## src/hw/rtl/zcw_pkg.sv

```systemverilog
// shared types and constants for the zero-cross weld pulse sequencer
package zcw_pkg;

   localparam int TICKS_PER_MS = 1000;
   localparam int TICK_W       = $clog2(TICKS_PER_MS + 1);
   localparam int MS_W         = 10;
   localparam int US_W         = 16;
   localparam int PHASE_W      = 3;
   localparam int APB_AW       = 4;
   localparam int APB_DW       = 32;

   localparam logic [1:0] REG_PRE_PULSE  = 2'd0;
   localparam logic [1:0] REG_PAUSE      = 2'd1;
   localparam logic [1:0] REG_WELD_PULSE = 2'd2;
   localparam logic [1:0] REG_PEAK_DELAY = 2'd3;

   localparam logic [MS_W-1:0] PRE_PULSE_RESET  = 10'd50;
   localparam logic [MS_W-1:0] PAUSE_RESET      = 10'd250;
   localparam logic [MS_W-1:0] WELD_PULSE_RESET = 10'd250;
   localparam logic [US_W-1:0] PEAK_DELAY_RESET = 16'd5000;

   typedef struct packed {
      logic start_request;
      logic zero_cross;
      logic button_released;
   } req_type;

   typedef struct packed {
      logic               weld_on;
      logic               busy_res;
      logic [PHASE_W-1:0] phase;
      logic               done_res;
   } rsp_type;

   typedef struct packed {
      logic [MS_W-1:0] pre_pulse_ms;
      logic [MS_W-1:0] pause_ms;
      logic [MS_W-1:0] weld_pulse_ms;
      logic [US_W-1:0] peak_delay_us;
   } cfg_type;

endpackage

```

## src/hw/rtl/zcw_csr.sv

```systemverilog
// apb configuration registers of the weld sequencer
module zcw_csr
   import zcw_pkg::*;
(
   input  logic              clock,
   input  logic              reset,
   input  logic              psel,
   input  logic              penable,
   input  logic              pwrite,
   input  logic [APB_AW-1:0] paddr,
   input  logic [APB_DW-1:0] pwdata,
   output logic [APB_DW-1:0] prdata,
   output logic              pready,
   output cfg_type           cfg
);

   cfg_type    cfg_ff;
   logic       wr_en;
   logic [1:0] reg_idx;

   assign pready  = 1'b1;
   assign wr_en   = psel && penable && pwrite;
   assign reg_idx = paddr[APB_AW-1:2];
   assign cfg     = cfg_ff;

   always_ff @(posedge clock) begin
      if (reset) begin
         cfg_ff.pre_pulse_ms  <= PRE_PULSE_RESET;
         cfg_ff.pause_ms      <= PAUSE_RESET;
         cfg_ff.weld_pulse_ms <= WELD_PULSE_RESET;
         cfg_ff.peak_delay_us <= PEAK_DELAY_RESET;
      end else if (wr_en) begin
         case (reg_idx)
            REG_PRE_PULSE:  cfg_ff.pre_pulse_ms  <= pwdata[MS_W-1:0];
            REG_PAUSE:      cfg_ff.pause_ms      <= pwdata[MS_W-1:0];
            REG_WELD_PULSE: cfg_ff.weld_pulse_ms <= pwdata[MS_W-1:0];
            REG_PEAK_DELAY: cfg_ff.peak_delay_us <= pwdata[US_W-1:0];
            default: ;
         endcase
      end
   end

   always_comb begin
      case (reg_idx)
         REG_PRE_PULSE:  prdata = {{(APB_DW-MS_W){1'b0}}, cfg_ff.pre_pulse_ms};
         REG_PAUSE:      prdata = {{(APB_DW-MS_W){1'b0}}, cfg_ff.pause_ms};
         REG_WELD_PULSE: prdata = {{(APB_DW-MS_W){1'b0}}, cfg_ff.weld_pulse_ms};
         REG_PEAK_DELAY: prdata = {{(APB_DW-US_W){1'b0}}, cfg_ff.peak_delay_us};
         default:        prdata = '0;
      endcase
   end

endmodule

```

## src/hw/rtl/zcw_core.sv

```systemverilog
// sequencer state, per-tick update and result register
module zcw_core
   import zcw_pkg::*;
(
   input  logic    clock,
   input  logic    reset,
   input  cfg_type cfg,
   input  logic    req_valid,
   output logic    req_ready,
   input  req_type req_payload,
   output logic    rsp_valid,
   input  logic    rsp_ready,
   output rsp_type rsp_payload
);

   typedef enum logic [PHASE_W-1:0] {
      PH_IDLE      = 3'd0,
      PH_WAIT_LOW  = 3'd1,
      PH_WAIT_HIGH = 3'd2,
      PH_PEAK      = 3'd3,
      PH_PULSE     = 3'd4,
      PH_PAUSE     = 3'd5
   } phase_type;

   localparam logic [TICK_W:0]   TICK_LIMIT = (TICK_W+1)'(TICKS_PER_MS);
   localparam logic [MS_W-1:0]   MS_MAX     = '1;

   phase_type         phase_ff, phase_in;
   logic              main_ff, main_in;
   logic [US_W-1:0]   us_ff, us_in;
   logic [TICK_W-1:0] tick_ff, tick_in;
   logic [MS_W-1:0]   ms_ff, ms_in;
   logic              rsp_valid_ff, rsp_valid_in;
   rsp_type           rsp_ff, rsp_in;

   logic              accept;
   logic [TICK_W:0]   tick_inc;
   logic [TICK_W-1:0] tick_step;
   logic [MS_W-1:0]   ms_step;
   logic [MS_W-1:0]   pulse_len;
   logic              pulse_end;
   logic              done;

   assign req_ready   = !rsp_valid_ff || rsp_ready;
   assign accept      = req_valid && req_ready;
   assign rsp_valid   = rsp_valid_ff;
   assign rsp_payload = rsp_ff;

   // millisecond timer advance
   always_comb begin
      tick_inc = {1'b0, tick_ff} + (TICK_W+1)'(1);
      if (tick_inc >= TICK_LIMIT) begin
         tick_step = '0;
         ms_step   = (ms_ff < MS_MAX) ? ms_ff + MS_W'(1) : ms_ff;
      end else begin
         tick_step = tick_inc[TICK_W-1:0];
         ms_step   = ms_ff;
      end
   end

   assign pulse_len = main_ff ? cfg.weld_pulse_ms : cfg.pre_pulse_ms;
   assign pulse_end = (pulse_len == '0) ? req_payload.button_released
                                        : (ms_step >= pulse_len);

   always_comb begin
      phase_in = phase_ff;
      main_in  = main_ff;
      us_in    = us_ff;
      tick_in  = tick_ff;
      ms_in    = ms_ff;
      done     = 1'b0;
      case (phase_ff)
         PH_WAIT_LOW: begin
            if (!req_payload.zero_cross) phase_in = PH_WAIT_HIGH;
         end
         PH_WAIT_HIGH: begin
            if (req_payload.zero_cross) begin
               phase_in = PH_PEAK;
               us_in    = '0;
            end
         end
         PH_PEAK: begin
            if (us_ff >= cfg.peak_delay_us) begin
               phase_in = PH_PULSE;
               tick_in  = '0;
               ms_in    = '0;
            end else begin
               us_in = us_ff + US_W'(1);
            end
         end
         PH_PULSE: begin
            if (pulse_len != '0) begin
               tick_in = tick_step;
               ms_in   = ms_step;
            end
            if (pulse_end) begin
               tick_in = '0;
               ms_in   = '0;
               if (main_ff) begin
                  main_in  = 1'b0;
                  phase_in = PH_IDLE;
                  done     = 1'b1;
               end else begin
                  main_in  = 1'b1;
                  phase_in = (cfg.pause_ms == '0) ? PH_WAIT_LOW : PH_PAUSE;
               end
            end
         end
         PH_PAUSE: begin
            tick_in = tick_step;
            ms_in   = ms_step;
            if (ms_step >= cfg.pause_ms) begin
               tick_in  = '0;
               ms_in    = '0;
               phase_in = PH_WAIT_LOW;
            end
         end
         default: begin
            phase_in = PH_IDLE;
            if (req_payload.start_request) begin
               phase_in = PH_WAIT_LOW;
               main_in  = 1'b0;
               us_in    = '0;
               tick_in  = '0;
               ms_in    = '0;
            end
         end
      endcase
   end

   always_comb begin
      rsp_in.weld_on  = (phase_in == PH_PULSE);
      rsp_in.busy_res = (phase_in != PH_IDLE);
      rsp_in.phase    = phase_in;
      rsp_in.done_res = done;
      rsp_valid_in    = accept || (rsp_valid_ff && !rsp_ready);
   end

   always_ff @(posedge clock) begin
      if (reset) begin
         phase_ff     <= PH_IDLE;
         main_ff      <= 1'b0;
         us_ff        <= '0;
         tick_ff      <= '0;
         ms_ff        <= '0;
         rsp_valid_ff <= 1'b0;
      end else begin
         rsp_valid_ff <= rsp_valid_in;
         if (accept) begin
            phase_ff <= phase_in;
            main_ff  <= main_in;
            us_ff    <= us_in;
            tick_ff  <= tick_in;
            ms_ff    <= ms_in;
         end
      end
      if (accept) rsp_ff <= rsp_in;
   end

endmodule

```

## src/hw/rtl/zero_cross_weld_pulse_sequencer.sv

```systemverilog
// top level of the zero-cross double-pulse weld sequencer
//
// each request is one microsecond tick carrying the zero-cross level, the
// weld button level and a start bit; every request yields exactly one
// response with weld_on, busy_res, phase and done_res after that tick
// the request and response channels use valid/ready; the apb port sets
// pre-pulse, pause, main pulse lengths (ms) and peak delay (us)
// the response is registered and becomes valid in the cycle after the request is accepted
// throughput: one request per cycle while responses are taken, set by the single
// state update between the request port and the response register
// a request is accepted while the response register is empty or being taken,
// so a stalled receiver holds the response and blocks further requests
// reset clears the sequencer to idle, empties the response register and
// loads the register defaults (50, 250, 250 ms, 5000 us)
module zero_cross_weld_pulse_sequencer
   import zcw_pkg::*;
(
   input  logic              clock,
   input  logic              reset,
   input  logic              req_valid,
   output logic              req_ready,
   input  req_type           req_payload,
   output logic              rsp_valid,
   input  logic              rsp_ready,
   output rsp_type           rsp_payload,
   input  logic              psel,
   input  logic              penable,
   input  logic              pwrite,
   input  logic [APB_AW-1:0] paddr,
   input  logic [APB_DW-1:0] pwdata,
   output logic [APB_DW-1:0] prdata,
   output logic              pready
);

   cfg_type cfg;

   zcw_csr u_csr (
      .clock   (clock),
      .reset   (reset),
      .psel    (psel),
      .penable (penable),
      .pwrite  (pwrite),
      .paddr   (paddr),
      .pwdata  (pwdata),
      .prdata  (prdata),
      .pready  (pready),
      .cfg     (cfg)
   );

   zcw_core u_core (
      .clock       (clock),
      .reset       (reset),
      .cfg         (cfg),
      .req_valid   (req_valid),
      .req_ready   (req_ready),
      .req_payload (req_payload),
      .rsp_valid   (rsp_valid),
      .rsp_ready   (rsp_ready),
      .rsp_payload (rsp_payload)
   );

endmodule
```

## config.mk

```make
export PLATFORM = sky130hd
export DESIGN_NAME = zero_cross_weld_pulse_sequencer
export DESIGN_NICKNAME = d
export VERILOG_FILES = /design/src/hw/rtl/zcw_pkg.sv /design/src/hw/rtl/zcw_csr.sv /design/src/hw/rtl/zcw_core.sv /design/src/hw/rtl/zero_cross_weld_pulse_sequencer.sv
export SDC_FILE = /design/constraint.sdc
export NUM_CORES = 1
export LEC_CHECK = 0
export BUFFER_PORTS_ARGS = -buffer_cell sky130_fd_sc_hd__clkbuf_2
export CORE_MARGIN = 2
export CORE_UTILIZATION = 24
export CTS_CLUSTER_SIZE = 8
export DETAILED_ROUTE_END_ITERATION = 8
export SLEW_MARGIN = 20
export SYNTH_ARGS = -nofsm -noshare
export SYNTH_HDL_FRONTEND = slang
export SYNTH_SLANG_ARGS = --single-unit
export TNS_END_PERCENT = 20
```

## constraint.sdc

```tcl
create_clock -name clock -period 5.9 [get_ports clock]
set_input_delay 0.59 -clock clock [delete_from_list [all_inputs] [get_ports clock]]
set_output_delay 0.59 -clock clock [all_outputs]
set_load 0.01 [all_outputs]
```

# ---- Yosys cells after proc, flatten, opt, wreduce, memory -nomap -nowiden
# Cells that the tools add are included.
# Widths: inputs -> output; s select.
dict set report totals {
  ff_bits 93
  wordCells 100
}
dict set report classes {
  addsub 3
  magnitude_cmp 5
  eq_ne 14
  muxes 34
  bitwise 3
  reduce_logical 27
}
# operator n
set op_table {}
lappend op_table {{$pmux 32 s4} 1}
lappend op_table {{$mux 10} 12}
lappend op_table {{$pmux 10 s4} 2}
lappend op_table {{$mux 16} 3}
lappend op_table {{$pmux 16 s3} 1}
lappend op_table {{$mux 3} 7}
lappend op_table {{$ge 10x10->1} 2}
lappend op_table {{$logic_not 10->1} 2}
lappend op_table {{$add 16x1->16 const B} 1}
lappend op_table {{$ge 16x16->1} 1}
lappend op_table {{$pmux 3 s5} 1}
lappend op_table {{$add 10x1->11 const B} 1}
lappend op_table {{$ge 11x10->1 const B} 1}
lappend op_table {{$add 10x1->10 const B} 1}
lappend op_table {{$lt 10x10->1 const B} 1}
lappend op_table {{$reduce_and 2->1} 5}
lappend op_table {{$reduce_and 5->1} 2}
lappend op_table {{$reduce_bool 10->1} 1}
lappend op_table {{$eq 3x3->1 const B} 3}
lappend op_table {{$eq 3x2->1 const B} 2}
lappend op_table {{$mux 1} 6}
lappend op_table {{$reduce_bool 3->1} 2}
lappend op_table {{$eq 2x2->1 const B} 2}
lappend op_table {{$logic_and 1x1->1} 4}
lappend op_table {{16 further kinds} 22}

# ---- Longest topological paths before layout
# Gate-level depths: netlist (run 1).
dict set report depth {
  word_depth 8
  mapped_depth 18
  ltp_nobuf 16
}

# ---- Hierarchy
# A second synthesis (run 1) with hierarchy kept.
dict set report unflattened {
  hier_cells 718
  area_unflattened_um2 6283.5
}
# module instances cells_each area_per_inst_um2 seq_area_each_um2
set by_module_without_submodules {}
lappend by_module_without_submodules {zcw_core 1 481 3960.0 1001.0}
lappend by_module_without_submodules {zcw_csr 1 237 2323.5 920.9}

# ---- Worst setup path after synthesis (run 1)
# Ideal clock, no wire load.
dict set report synth_timing {
  path_kind {reg-to-reg}
  from {reg u_core.tick_ff[0]}
  to {reg u_core.rsp_ff (netlist bit u_core.rsp_payload[4]), data pin}
  setup_ns 0.270
  arrival_time_ns 3.742
  slack_ns 1.889
  stages_incl_launch_ff 18
  path_buffers 1
  cell_sequence {dfxtp_1 -> ha_1 -> nand3_2 -> or3_1 -> and2_4 -> o31ai_4 -> nor3b_4 -> nand2_1 -> mux2_4 -> ha_1 -> o21ai_0 -> o21ai_1 -> a211oi_1 -> a211oi_1 -> nand2_1 -> clkbuf_1 -> nor3_1 -> nand2_1}
}
# item line_no
set synth_rtl {}
lappend synth_rtl {{start: declaration} zcw_core.sv:31} ;# logic [TICK_W-1:0] tick_ff, tick_in;
lappend synth_rtl {{start signal: assignment} zcw_core.sv:153} ;# tick_ff <= tick_in;
lappend synth_rtl {{end signal: assignment} zcw_core.sv:157} ;# if (accept) rsp_ff <= rsp_in;
lappend synth_rtl {{end: declaration} zcw_core.sv:34} ;# rsp_type rsp_ff, rsp_in;

==> metrics.yaml, run 1 <==
run_status:
  status: "finished clean"
logic_synthesis:
  synth-edff-count: 6
  ys.flop_type: "dfxtp_1"
  synth_area_um2: 5860
  netlist_instances: 708
  ys_types: 76
  syn_avg_cell_area_um2: 8.28
  synth_seq_area_share_pct: 32.8
  synth-seq-cells: 93
  async_reset_ff_share_pct: 0
  synth_warnings: 0
clock_tree:
  cts.reportedPaths.clkPinSlew_ns: 0.09
  holdBufCountCts: 0
  cts_sinks: 93
  cts_buffers: 9
  postCtsSetupBuffers: 0
  clockBufferDepth: 2
  cts_resized: 0
  insertion_delay_ns: 0.37
  cts_tree: "done"
  htreeDepth: 3
  cts_root_buffer: "clkbuf_16"
sta:
  slew_violations: 0
  tns_ns: 0
  fin_worst_skew_ns: 0.0207
  finalSetupViolCount: 0
  relSlewSlack_pct: 41.9
  fin_crit_sh_pct: 78.5
  rsz0062_at_grt: "false"
  hold_viol: 0
  setup_ws_ns: 1.27
  worstMarginPinSlew_ns: 0.867
  timing.fmax_mhz: 216
  hold_slack_ns: 0.425
  finalCriticalPeriod_ns: 4.63
layout:
  drive_gt1_share_pct: 14.2
  final_cells: 1070
  area_growth_pct: 13.9
  final_nets: 826
  multi_input_area_um2: 3590
  seqCellArea_um2: 1920
  final_util_pct: 27.6
  design_area_um2: 6680
  n_antenna_cell: 0
  final.fill_count: 2609
power:
  p_leak_nw: 2.51
  power_switching_mw: 0.413
  pwr-share-comb_pct: 10.3
  internal_power_mw: 1.00
  power.density_nw_per_um2: 212
  total_power_mw: 1.42
  peakVddDrop_v: 0.000140
  seqPwrFrac_pct: 46.5
  pwr-share-clk_pct: 43.3
  swShare_pct: 29.1
global_routing:
  grt_pass1_wl_um: 25400
  grt_usage_pct: 12.2
  grt_pass1_vias: 4766
  grt_overflow: 0
  antenna_found_initial: 0
  grt_max_degree: 51
setup_path:
  crit_top_cell: "nand2_1"
  crit_path_cell_trace: "ha_1, nand3_2, or3_1, and2_4, o31ai_4, nor3b_4, nand2_1, mux2_4, ha_1, o21ai_0, o21ai_1, a211oi_1, a211oi_1, nand2_1, nor3_1, nand2_1"
  startpoint_type: "flip-flop"
  path_max_fanout: 8
  cp_top_family: "simple AND/OR/NAND/NOR gates"
  worstPathRequired_ns: 5.98
  arrival_ns: 4.71
  slowest_delay_ns: 0.58
  crit_path_top_delay_cell: "nor3_1"
  end_kind: "flip-flop"
  cp_num_buf_inv: 0
  crit_type: "reg2reg"
min_path:
  min_path_type: "in2reg"
placed_design:
  pre_cts_slack_ns: 1.31
  routabilityCongestion: 0.836
  place_hpwl_um: 11500
  placed_area_um2: 6360
  dp.cells: 1053
  port_buffers: 51
drt:
  antenna_left: 0
  routed_wl_um: 15400
  vias: 5244
  vias_per_cell: 4.90
  remaining_drc_errors: 0
  post_drt_wl_per_cell_um: 14.4
  initialDrtViolationCount: 298
  drt-pass1-iter-count: 5
floorplanning:
  coreArea_um2: 24200
  io_pins: 87
  die_h_um: 160
  die_x_um: 160
  dieArea_um2: 25700
  initial_core_util_pct: 24.2
  rows: 57
flow_run:
  maxCapViolCount: 0
-- kinds of logic after synthesis --
family,count (synthesis),synth area share (%)
compound gates,162,18.6
xor+xnor,8,1.20
fa+ha+maj,39,8.32
buf+inv,91,7.04
flops,93,32.8
mux,29,7.26
other cells,2,0.128
simple gates,284,24.7
-- sequential cells by signal, summed over array words and instances (netlist names) --
signal	cells
u_core.main_ff	1
u_core.ms_ff	10
u_core.phase_ff	3
u_core.rsp_payload	6
u_core.rsp_valid	1
u_core.tick_ff	10
u_core.us_ff	16
u_csr.cfg	46
-- worst reg2reg max path, cell delays in order, from the launching register on --
cell and delay [ns]:
dfxtp_1 0.41, ha_1 0.27, nand3_2 0.14, or3_1 0.39, and2_4 0.18, o31ai_4 0.44
nor3b_4 0.33, nand2_1 0.10, mux2_4 0.31, ha_1 0.29, o21ai_0 0.08, o21ai_1 0.24
a211oi_1 0.08, a211oi_1 0.28, nand2_1 0.13, nor3_1 0.58, nand2_1 0.10
-- synth_stat cells, types with 10 or more instances --
cell        n  area share, %
clkbuf_1   23            1.5
mux4_2     10            3.8
nand2b_1   11            1.2
nand2_1   107            6.9
nor3_1     10           0.85
dfxtp_1    87             30
inv_1      41            2.6
o21ai_0    14            1.2
mux2i_1    14            2.4
a21oi_1    65            5.5
o211ai_1   11            1.4
ha_1       39            8.3
buf_4      17            2.2
nor2_1     51            3.3
a211o_1    14            2.1
nand4_1    17            1.8
o31ai_1    10            1.3
nand3b_1   10            1.3
nand3_1    19            1.6
-- cells in the final DEF (no fill, tap or decap), types with 10 or more instances in the layout --
master    instances
nor3_1           10
nand3_1          19
mux4_2           10
inv_1            41
a21oi_1          65
o21ai_0          14
clkbuf_2         51
nand4_1          17
o211ai_1         11
conb_1           17
nand2b_1         11
nor2_1           51
mux2i_1          14
o31ai_1          10
dfxtp_1          87
ha_1             39
a211o_1          14
nand3b_1         10
nand2_1         107
-- path summary, 6_finish.rpt --
kind              cells after the start  slack (ns)         startpoint                    end
setup / recovery                     16        1.27  u_core.tick_ff[0]  u_core.rsp_payload[4]
setup reg to reg                     16        1.27  u_core.tick_ff[0]  u_core.rsp_payload[4]
hold / removal                        2        0.42         pwdata[12]          u_csr.cfg[12]
hold reg to reg                       2        0.46      u_csr.cfg[15]          u_csr.cfg[15]
-- final cells by class --
type	count	area share (%)
clock buffer	9	3.37
tap	324	6.07
clock inverter	7	1.22
sequential	93	28.8
multi-input combinational	539	53.7
inverter	41	2.31
timing repair buffer	57	4.50
-- power by group through the flow --
| stage | combinational [mW] | sequential [mW] | clock (mW) |
|---|---|---|---|
| floorplan | 0.103 | 0.670 | 0 |
| global placement | 0.143 | 0.673 | 0 |
| detailed placement | 0.144 | 0.673 | 0 |
| CTS | 0.145 | 0.658 | 0.629 |
| global route | 0.159 | 0.660 | 0.648 |
| finish | 0.145 | 0.658 | 0.612 |
-- per-layer routing --
metal	track usage, %	part of all wire (%)	vias to the layer above
met5	0	0	-
met4	3.81	1.3	0
met3	2.18	4.4	13
met2	18.2	43	119
met1	17.6	51	2504
li1	-	-	2608
Note: power is estimated with default switching activity, not from simulation.
==> run 2: changes to the inputs <==
- clock period: 5.9 -> 4.4 ns (I/O delays scaled with it)
==> run 2 against run 1 <==
Against the previous run:
- critical path depth did not move
- cell count rose by 0.65%
- routed wire length rose by 2.9%
- die area did not move
- first-iteration DRC count rose by 31%
- clock power rose by 29%
- sequential power rose by 34%
==> metrics.yaml, run 2 (synthesis results as in run 1) <==
layout:
  final_cell_mix: "107 x nand2_1, 86 x dfxtp_1, 65 x a21oi_1"  # was 107 x nand2_1, 87 x dfxtp_1, 65 x a21oi_1
  largest_reg_flops: 46  # unchanged
  final_nets: 833  # was 826
  design_area_um2: 6740  # was 6680 µm²
  final.fill_count: 2617  # was 2609
  final_common_cell: "nand2_1"  # unchanged
  area_growth_pct: 14.9  # was 13.9%
  n_antenna_cell: 0  # unchanged
  drive_gt1_share_pct: 15.8  # was 14.2%
drt:
  antenna_left: 0  # unchanged
  initialDrtViolationCount: 391  # was 298
  remaining_drc_errors: 0  # unchanged
  wl_met1_um: 8090  # was 7900 µm
  wl_met2_um: 6830  # was 6650 µm
  vias_per_cell: 4.88  # was 4.90
  post_drt_wl_per_cell_um: 14.8  # was 14.4 µm
  routed_wl_um: 15900  # was 15400 µm
  wl_met3_um: 776  # was 677 µm
  drt-pass1-iter-count: 5  # unchanged
  vias: 5252  # was 5244
  top_layer: "met4"  # unchanged
floorplanning:
  die_h_um: 160  # unchanged
  initial_core_util_pct: 24.2  # unchanged
  dieArea_um2: 25700  # unchanged
  io_pins: 87  # unchanged
  rows: 57  # unchanged
  coreArea_um2: 24200  # unchanged
  die_x_um: 160  # unchanged
clock_tree:
  cts_root_buffer: "clkbuf_16"  # unchanged
  insertion_delay_ns: 0.35  # was 0.37 ns
  cts_buffers: 9  # unchanged
  htreeDepth: 3  # unchanged
  clockBufferDepth: 2  # unchanged
  cts.reportedPaths.clkPinSlew_ns: 0.08  # was 0.09 ns
  cts_sinks: 93  # unchanged
  cts_tree: "done"  # unchanged
placed_design:
  placed_area_um2: 6410  # was 6360 µm²
  port_buffers: 51  # unchanged
  place_hpwl_um: 11700  # was 11500 µm
  routabilityCongestion: 0.787  # was 0.836
global_routing:
  grt_max_degree: 52  # was 51
  grt_pass1_vias: 4917  # was 4766
  antenna_found_initial: 0  # unchanged
  grt_usage_pct: 12.5  # was 12.2%
  grt_overflow: 0  # unchanged
  grt_pass1_wl_um: 26300  # was 25400 µm
power:
  peakVddDrop_v: 0.000194  # was 0.000140 V
  power.density_nw_per_um2: 278  # was 212 nW/µm²
  p_leak_nw: 2.54  # was 2.51 nW
setup_path:
  reg2reg_from: "u_core.tick_ff[1]"  # was u_core.tick_ff[0]
  r2r_slack_ns: 0.25  # was 1.27 ns
  worstSetupEndpoint: "u_core.rsp_payload[4]"  # unchanged
  startpoint_type: "flip-flop"  # unchanged
  path_max_fanout: 6  # was 8
  r2r_cells: 16  # unchanged
  crit_type: "reg2reg"  # unchanged
  regToRegEndpoint: "u_core.rsp_payload[4]"  # unchanged
  startpoint: "u_core.tick_ff[1]"  # was u_core.tick_ff[0]
  arrival_ns: 4.25  # was 4.71 ns
  end_kind: "flip-flop"  # unchanged
  worstPathRequired_ns: 4.50  # was 5.98 ns
flow_run:
  maxCapViolCount: 0  # unchanged
min_path:
  hold_depth: 2  # unchanged
  min_path_type: "in2reg"  # unchanged
sta:
  slew_violations: 0  # unchanged
  relSlewSlack_pct: 51.9  # was 41.9%
  finalCriticalPeriod_ns: 4.15  # was 4.63 ns
  finalSetupViolCount: 0  # unchanged
  tns_ns: 0  # unchanged
  fin_worst_skew_ns: 0.0138  # was 0.0207 ns
  fin_crit_sh_pct: 94.3  # was 78.5%
  hold_viol: 0  # unchanged
  timing.fmax_mhz: 241  # was 216 MHz
  rsz0062_at_grt: "false"  # unchanged
  worstMarginPinSlew_ns: 0.717  # was 0.867 ns
run_status:
  status: "finished clean"  # unchanged
-- run 2: cell count changes in the layout (fill, tap and decap cells not counted), moves of 2 or more --
cell / before / now
a211oi_2: 0 / 2
buf_4: 5 / 12
a211oi_1: 9 / 7
inv_6: 3 / 1
-- run 2: per-layer routing --
layer	global-route usage, %	vias to the layer above
met2	18.8	131
li1	-	2613
met3	1.97	11
met4	3.48	0
met5	0	-
met1	18.5	2497
-- run 2: area by class of cell --
| cell class | count | area [µm²] | area share, % |
|---|---|---|---|
| repair buffers | 64 | 353 | 5.24 |
| clock inverters | 6 | 51.3 | 0.762 |
| flip-flops and latches | 93 | 1920 | 28.6 |
| multi-input cells | 539 | 3610 | 53.6 |
| inverters | 41 | 154 | 2.28 |
| clock buffers | 10 | 239 | 3.55 |
| well taps | 324 | 405 | 6.02 |
-- run 2: what timing repair did --
item	CTS	global route
resized for setup	0	5
setup endpoints to repair	0	24
buffers inserted	0	1
hold buffers	0	0
-- run 2: critical path: stages, from the launching register on --
cell and delay (ns):
dfxtp_1 0.39, ha_2 0.24, nand3_2 0.13, or3_1 0.41
and2_4 0.19, o31ai_4 0.30, nand2_2 0.13, nor2_1 0.12
mux2_2 0.38, ha_1 0.31, a21oi_1 0.13, o21ai_0 0.11
a31oi_1 0.20, a31oi_1 0.18, a221o_1 0.44, o22ai_1 0.18
nand2_1 0.07
-- run 2: how the worst min path moves through the flow --
stage               slack [ns]             to           from
floorplan                 0.44  u_csr.cfg[10]  u_csr.cfg[10]
global placement          0.44  u_csr.cfg[11]  u_csr.cfg[11]
detailed placement        0.45  u_csr.cfg[15]  u_csr.cfg[15]
CTS                       0.28  u_csr.cfg[12]     pwdata[12]
global route              0.29  u_csr.cfg[12]     pwdata[12]
finish                    0.29  u_csr.cfg[12]     pwdata[12]
-- run 2: metrics by stage --
step	hold slack [ns]	util, %	std cells	power (mW)	setup slack [ns]
after floorplan	0.436	-	723	1.04	0.389
after global placement	0.443	26.5	1059	1.10	0.142
after detailed placement	0.450	26.5	1059	1.10	0.0850
after CTS	0.284	27.7	1075	1.90	0.0532
after global routing	0.287	27.9	1077	1.95	0.000406
final	0.287	27.9	1077	1.87	0.252
-- run 2: power by group --
part	internal (mW)	switching, mW	total, mW	leakage (nW)
Clock	0.410	0.381	0.791	0.147
Combinational	0.0716	0.129	0.201	1.63
Sequential	0.868	0.0151	0.883	0.763
Total	1.35	0.525	1.87	2.54
